**config.mk**
```make
export PLATFORM = sky130hd
export DESIGN_NAME = sorted_priority_queue_unit
export DESIGN_NICKNAME = d
export VERILOG_FILES = /design/src/sv/spq_pkg.sv /design/src/sv/spq_cell.sv /design/src/sv/sorted_priority_queue_unit.sv
export SDC_FILE = /design/constraint.sdc
export NUM_CORES = 1
export LEC_CHECK = 0
export BUFFER_PORTS_ARGS = -buffer_cell sky130_fd_sc_hd__buf_2
export CORE_MARGIN = 4
export CORE_UTILIZATION = 60
export DETAILED_ROUTE_END_ITERATION = 8
export GPL_ROUTABILITY_DRIVEN = 0
export HOLD_SLACK_MARGIN = 0.06
export PLACE_DENSITY = 0.88
export SLEW_MARGIN = 20
export SYNTH_ARGS = -nofsm -noshare
export SYNTH_HDL_FRONTEND = slang
export SYNTH_HIERARCHICAL = 1
export SYNTH_SLANG_ARGS = --single-unit
```
**constraint.sdc**
```tcl
create_clock -name clk -period 12.96 [get_ports clk]
set_input_delay 1.944 -clock clk [delete_from_list [all_inputs] [get_ports clk]]
set_output_delay 1.944 -clock clk [all_outputs]
set_load 0.02 [all_outputs]
```
**src/sv/spq_pkg.sv**
```systemverilog
`default_nettype none

package spq_pkg;

    // Queue geometry
    localparam int CAPACITY     = 16;
    localparam int PAYLOAD_BITS = 32;
    localparam int PRIO_BITS    = 8;
    localparam int COUNT_BITS   = $clog2(CAPACITY + 1);

    // Request codes on the op field
    typedef enum logic {
        OP_ENQ = 1'b0,
        OP_DEQ = 1'b1
    } op_t;

    // Result codes on the status field
    typedef enum logic [1:0] {
        ST_ADDED    = 2'd0,
        ST_DEQUEUED = 2'd1,
        ST_EMPTY    = 2'd2,
        ST_FULL     = 2'd3
    } status_t;

    // One stored entry
    typedef struct packed {
        logic        [PAYLOAD_BITS-1:0] payload;
        logic signed [PRIO_BITS-1:0]    prio;
    } entry_t;

    // Command broadcast to every cell of the row
    typedef struct packed {
        logic   insert;
        logic   remove;
        entry_t entry;
    } cell_cmd_t;

endpackage

`default_nettype wire

```
**src/sv/spq_cell.sv**
```systemverilog
`default_nettype none

// One slot of the sorted row. Compare the broadcast entry against the held
// one, then hold, load the new entry, take the left neighbor (insert shift)
// or take the right neighbor (remove shift).
module spq_cell
    import spq_pkg::*;
(
    input  wire logic      clk,
    input  wire cell_cmd_t cmd,
    input  wire logic      occ,
    input  wire logic      left_ge,
    input  wire entry_t    left_entry,
    input  wire entry_t    right_entry,
    output logic           ge,
    output entry_t         entry
);

    entry_t entry_reg;
    entry_t entry_next;

    always_comb
    begin
        ge = occ && ($signed(entry_reg.prio) >= $signed(cmd.entry.prio));
    end

    always_comb
    begin
        entry_next = entry_reg;
        if (cmd.insert && !ge)
        begin
            entry_next = left_ge ? cmd.entry : left_entry;
        end
        else if (cmd.remove)
        begin
            entry_next = right_entry;
        end
    end

    always_ff @(posedge clk)
    begin
        entry_reg <= entry_next;
    end

    assign entry = entry_reg;

endmodule

`default_nettype wire

```
**src/sv/sorted_priority_queue_unit.sv**
```systemverilog
`default_nettype none

// Sorted priority queue of CAPACITY entries built as a row of cells that
// keep entries in descending signed priority, front at cell 0. An enqueue
// lands behind every entry of greater or equal priority (equal priorities
// leave in arrival order); a dequeue returns the front entry. Every cell
// compares against the incoming priority at once and all cells shift together,
// so the unit takes one transfer per cycle, and each result appears in an
// output register in the cycle after its input transfer. The input stalls
// only while that register holds a result that the output side stalls.
// Dequeue on an empty queue reports empty; enqueue on a full queue is
// dropped and reports full. Each input item yields exactly one result.
module sorted_priority_queue_unit
    import spq_pkg::*;
(
    input  wire logic                           clk,
    input  wire logic                           rst_n,
    input  wire logic                           in_valid,
    output logic                                in_stall,
    input  wire logic                           op,
    input  wire logic        [PAYLOAD_BITS-1:0] payload,
    input  wire logic signed [PRIO_BITS-1:0]    prio,
    output logic                                out_valid,
    input  wire logic                           out_stall,
    output logic             [1:0]              status,
    output logic             [PAYLOAD_BITS-1:0] out_payload,
    output logic signed      [PRIO_BITS-1:0]    out_prio,
    output logic             [COUNT_BITS-1:0]   fill
);

    // Control state
    logic [COUNT_BITS-1:0] count_reg;
    logic [COUNT_BITS-1:0] count_next;
    logic                  out_valid_reg;
    logic                  out_valid_next;

    // Result register (payload, no reset)
    status_t               status_reg;
    status_t               status_next;
    entry_t                res_reg;
    entry_t                res_next;
    logic [COUNT_BITS-1:0] fill_reg;

    logic                  in_fire;
    logic                  out_fire;
    logic                  is_deq;
    logic                  full;
    logic                  empty;
    cell_cmd_t             cmd;

    // Cell row wiring
    logic   [CAPACITY-1:0] ge_vec;
    logic   [CAPACITY-1:0] occ_vec;
    entry_t                ent_w [CAPACITY];

    assign out_fire = out_valid_reg && !out_stall;
    assign in_stall = out_valid_reg && out_stall;
    assign in_fire  = in_valid && !in_stall;

    assign is_deq = (op_t'(op) == OP_DEQ);
    assign full   = (count_reg == COUNT_BITS'(CAPACITY));
    assign empty  = (count_reg == '0);

    always_comb
    begin
        cmd.insert        = in_fire && !is_deq && !full;
        cmd.remove        = in_fire && is_deq && !empty;
        cmd.entry.payload = payload;
        cmd.entry.prio    = prio;
    end

    // Row of cells; occupancy decodes from the fill count
    for (genvar i = 0; i < CAPACITY; i++)
    begin : g_cell
        logic   left_ge_w;
        entry_t left_w;
        entry_t right_w;

        assign occ_vec[i] = (count_reg > COUNT_BITS'(i));

        if (i == 0)
        begin : g_front
            assign left_ge_w = 1'b1;
            assign left_w    = cmd.entry;
        end
        else
        begin : g_mid
            assign left_ge_w = ge_vec[i-1];
            assign left_w    = ent_w[i-1];
        end

        if (i == CAPACITY - 1)
        begin : g_back
            assign right_w = ent_w[i];
        end
        else
        begin : g_inner
            assign right_w = ent_w[i+1];
        end

        spq_cell u_cell (
            .clk         (clk),
            .cmd         (cmd),
            .occ         (occ_vec[i]),
            .left_ge     (left_ge_w),
            .left_entry  (left_w),
            .right_entry (right_w),
            .ge          (ge_vec[i]),
            .entry       (ent_w[i])
        );
    end

    // Fill count and result selection
    always_comb
    begin
        count_next  = count_reg;
        status_next = ST_ADDED;
        res_next    = '0;
        if (is_deq)
        begin
            if (empty)
            begin
                status_next = ST_EMPTY;
            end
            else
            begin
                status_next = ST_DEQUEUED;
                res_next    = ent_w[0];
                count_next  = count_reg - COUNT_BITS'(1);
            end
        end
        else
        begin
            if (full)
            begin
                status_next = ST_FULL;
            end
            else
            begin
                count_next = count_reg + COUNT_BITS'(1);
            end
        end
    end

    always_comb
    begin
        out_valid_next = out_valid_reg;
        if (in_fire)
        begin
            out_valid_next = 1'b1;
        end
        else if (out_fire)
        begin
            out_valid_next = 1'b0;
        end
    end

    always_ff @(posedge clk or negedge rst_n)
    begin
        if (!rst_n)
        begin
            count_reg     <= '0;
            out_valid_reg <= 1'b0;
        end
        else
        begin
            out_valid_reg <= out_valid_next;
            if (in_fire)
            begin
                count_reg <= count_next;
            end
        end
    end

    // Hold the result until its transfer; load a new one on each input transfer
    always_ff @(posedge clk)
    begin
        if (in_fire)
        begin
            status_reg <= status_next;
            res_reg    <= res_next;
            fill_reg   <= count_next;
        end
    end

    assign out_valid   = out_valid_reg;
    assign status      = status_reg;
    assign out_payload = res_reg.payload;
    assign out_prio    = res_reg.prio;
    assign fill        = fill_reg;

    // Fill count never passes the row length
    a_count_range: assert property (@(posedge clk) disable iff (!rst_n)
        count_reg <= COUNT_BITS'(CAPACITY))
        else $error("fill count above capacity");

    // Row stays sorted: a cell at or above the new priority implies its front neighbor is too
    a_sorted: assert property (@(posedge clk) disable iff (!rst_n)
        in_fire |-> ((ge_vec & ~{ge_vec[CAPACITY-2:0], 1'b1}) == '0))
        else $error("cell row out of order");

    // A pending result reports the count that the row holds
    a_fill_match: assert property (@(posedge clk) disable iff (!rst_n)
        out_valid_reg |-> (fill_reg == count_reg))
        else $error("reported fill disagrees with count");

    // A dequeue result never comes out of an empty row
    a_deq_nonempty: assert property (@(posedge clk) disable iff (!rst_n)
        (in_fire && is_deq && empty) |=> (status_reg == ST_EMPTY && res_reg == '0))
        else $error("empty dequeue returned data");

endmodule

`default_nettype wire
```
[Word level (Yosys, flattened, before mapping)]
Index checks and enable logic that the tools add are counted.
Word-level totals
  register bits: 693
  bits of input ports: 45
  output and inout bits: 49
Cells by class
  add/sub/neg operators: 2
  magnitude comparators: 32
  eq/ne operators: 1
  muxes and demuxes: 53
  bitwise logic cells: 1
  reductions and logical operators: 78
Operators by type and width (count)
  $mux 40: 45
  $ge 8x8->1: 16
  $gt 5x4->1 const B: 8
  $logic_and 1x1->1: 39
  $reduce_bool 2->1: 16
  $logic_not 1->1: 21
  $gt 5x3->1 const B: 4
  $mux 5: 3
  $gt 5x1->1 const B: 2
  $gt 5x2->1 const B: 2
  $mux 2: 3
  $add 5x1->5 const B: 1
  $eq 5x5->1 const B: 1
  $logic_not 5->1: 1
  $sub 5x1->5 const B: 1
  $mux 1: 2
  $reduce_or 2->1: 1
  $not 1->1: 1

[Depth between registers and ports, before layout]
  depth in word-level cells: 7
  depth in mapped cells: 10

[Modules after synthesis]
Netlist, hierarchy kept.
By module, submodules not included
  spq_cell at g_cell[1].u_cell ...: times used 9, cells an instance 168, area each 2451.1 µm², sequential area each 1201.2 µm²
  spq_cell at g_cell[0].u_cell ...: times used 7, cells an instance 168, area each 2461.1 µm², sequential area each 1201.2 µm²
  sorted_priority_queue_unit: times used 1, cells an instance 196, area each 2453.6 µm², sequential area each 1561.5 µm²

[Least setup slack after synthesis]
OpenSTA, ideal clock, no wires.
  kind: input to register
  from: in op
  to: reg g_cell[1].u_cell.entry_reg, in the netlist g_cell[1].u_cell/entry[0], enable pin
  library setup time: 0.404 ns
  arrival: 8.589 ns
  required time: 12.556 ns
  slack: 3.967 ns
  stages on the path: 8
  cells stage by stage: clkbuf_1 -> clkbuf_1 -> nor3_1 -> o21ai_0 -> nor4_1 -> a311oi_4 -> buf_6 -> nand2b_1
RTL lines
  start, declared: RTL line sorted_priority_queue_unit.sv:20  | input wire logic op,
  end signal, assigned: RTL line spq_cell.sv:42  | entry_reg <= entry_next;
  end, declared: RTL line spq_cell.sv:19  | entry_t entry_reg;

==> impl_results.md <==
- Detailed Place HPWL: 63,110 µm
- DR pass1 iterations: 5
- Worst EP arrival: between 5000 and 6000 ps
- Max_cap viols: 0
- Core area: 0.06871 mm²
- Endpoints failing hold: 0
- Die area: ~0.074 mm²
- Inst Count DP: 3,791
- Final Cycle Share: 0.4005
- Boundary pin count: between 90 and 100
- Drc violations: 0
- Vias post-DR: 24,580
- Status: finished clean
- Nets: ~3,100
- Vias in the first global route: about 26,000
- R2r setup slk: 8470 ps
- Pre-CTS WS: just over 7000 ps
- Crit Path Max Fanout: 33
- Die W: 271.7 µm
- Final setup fails: 0
- DRT iter0 DRCs: between 1,500 and 2,000
- Starting Density: 0.6071
- CTS tree: done
- Clk root buf: clkbuf_16
- Fin crit period: 5191 ps
- Largest net degree at the start of global routing: 53
- Setup Buffers After CTS: 0
- Final non-filler cell total: 3,932
- Row count: 96
- Worst EP required: 13,320 ps
- Hold/Removal Path Class: reg -> reg
- Final Cell Area: 0.04505 mm²
- Final Util: 0.6557
- PwrDens: 204.7 mW/mm²
- First-pass GRT wire length: between 100,000 and 150,000 µm
- Avg WL per Cell: 23.04 µm
- Via density: about 6.3
- H-tree Lvls: 3
- Post-detailed-route count of antenna-violating nets: 0
- Num CTS Buffers: 73
- CP endpoint kind: register
- Crit Path Class: in -> reg
- CTS max path bufs: 3
- Share of cells above drive strength 1: 0.3877
- Area of the mapped netlist: 0.04171 mm²
- RSZ-0062 raised after global routing: false
- Die height: 271.7 µm
- Grt total ovfl: 0
- Slew @ Worst Pin: 1268 ps
- Clk_skew: 26.41 ps
- Max transition margin: 0.1459
- Syn. warnings: 6
- Lkg Pwr: between 15 and 20 nW
- Count of input and output buffers: between 90 and 100
- Final setup margin: around 7800 ps
- Gr usage total: 0.2406
- Clock sink count: 693
- DP Area: between 0.04 and 0.05 mm²
- Max Freq: 0.1927 GHz
- Final wirelength: about 91,000 µm
- Slew Limit Fails: 0
- Clock Pin Slew Worst Setup and Hold Paths: 60 ps
- Clock Latency Late Sink: 630 ps
- Startpoint types: input pin
- Post-Route Setup TNS: 0 ps
- Hold_buf cts: 0
- Max reg flops: between 600 and 700
- Worst IR Drop VDD: 0.0001116 V
- Syn Inst Count: 2,879
- Area Overhead vs Synth: 8.003%
- CTS resizes: 0
- Syn avg cell area: 14.49 µm²
- Antenna violations before repair: 7
## stage by stage
| step | hold slack (ps) | power (mW) |
|---|---|---|
| after detailed placement | 510.5 | 7.165 |
| after global placement | 498.3 | 6.933 |
| final | 520.9 | 9.223 |
| after CTS | 525.3 | 9.219 |
| after global routing | 573.0 | 9.649 |
| after floorplan | 530.9 | 6.360 |
## cell type report
cell class                 count  area, µm²
fill                        4583      23660
sequential                   693      20780
multi-input combinational   1874      19450
clock buffer                  90       1912
tap                          931       1165
timing repair buffer         122      695.7
inverter                     172      645.6
clock inverter                41      377.9
antenna                        9      22.52
## routing by layer
| metal | wire length [µm] | track usage |
|---|---|---|
| met1 | 39010 | 0.3264 |
| met2 | 43590 | 0.4025 |
| met3 | 5727 | 0.03580 |
| met4 | 2270 | 0.07595 |
| met5 | 0 | 0 |
## report_power, final
part           switching, mW  total, mW  internal (mW)
registers              0.347       3.67           3.32
logic                   1.72       3.53           1.81
clock network          0.884       2.02           1.14
total                   2.95       9.22           6.27
## worst max-delay path, cell delays in order
cell      delay [ps]
buf_2            550
inv_1            140
ha_1             350
nand4_2          160
a211oi_2         280
or2_1            210
o31a_1           150
o21a_1           480
buf_4            490
mux2_2           410
mux2_1           310
## worst paths after layout
kind                                           from                                   end  cells past startpoint
max                                         prio[6]  g_cell[1].u_cell/entry[20]$_DFFE_PP_                     11
min                           out_valid$_DFFE_PN0P_                 out_valid$_DFFE_PN0P_                      2
max reg2reg                count_reg[1]$_DFFE_PN0P_  g_cell[5].u_cell/entry[16]$_DFFE_PP_                     10
min reg2reg                   out_valid$_DFFE_PN0P_                 out_valid$_DFFE_PN0P_                      2
max in group asynchronous                     rst_n              count_reg[3]$_DFFE_PN0P_                      1
min in group asynchronous                     rst_n              count_reg[4]$_DFFE_PN0P_                      1
## placed cells by master (no fill, tap or decap), drive strengths merged, types with 6 or more instances in the layout
master and n:
a21boi 9, clkinv 35, nand2 43, buf 122, a211oi 16, diode 9, o31ai 10, dfrtp 6
inv 173, a21oi 39, ha 134, a311oi 16, clkbuf 90, o21ai 43, nor2 29, and3 41
nand4 32, o31a 6, o21a 7, or2 25, mux2 1280, nand2b 49, o21bai 32, edfxtp 687
nor2b 17, nor4 16
No activity file was read; power rests on OpenSTA's default activity.
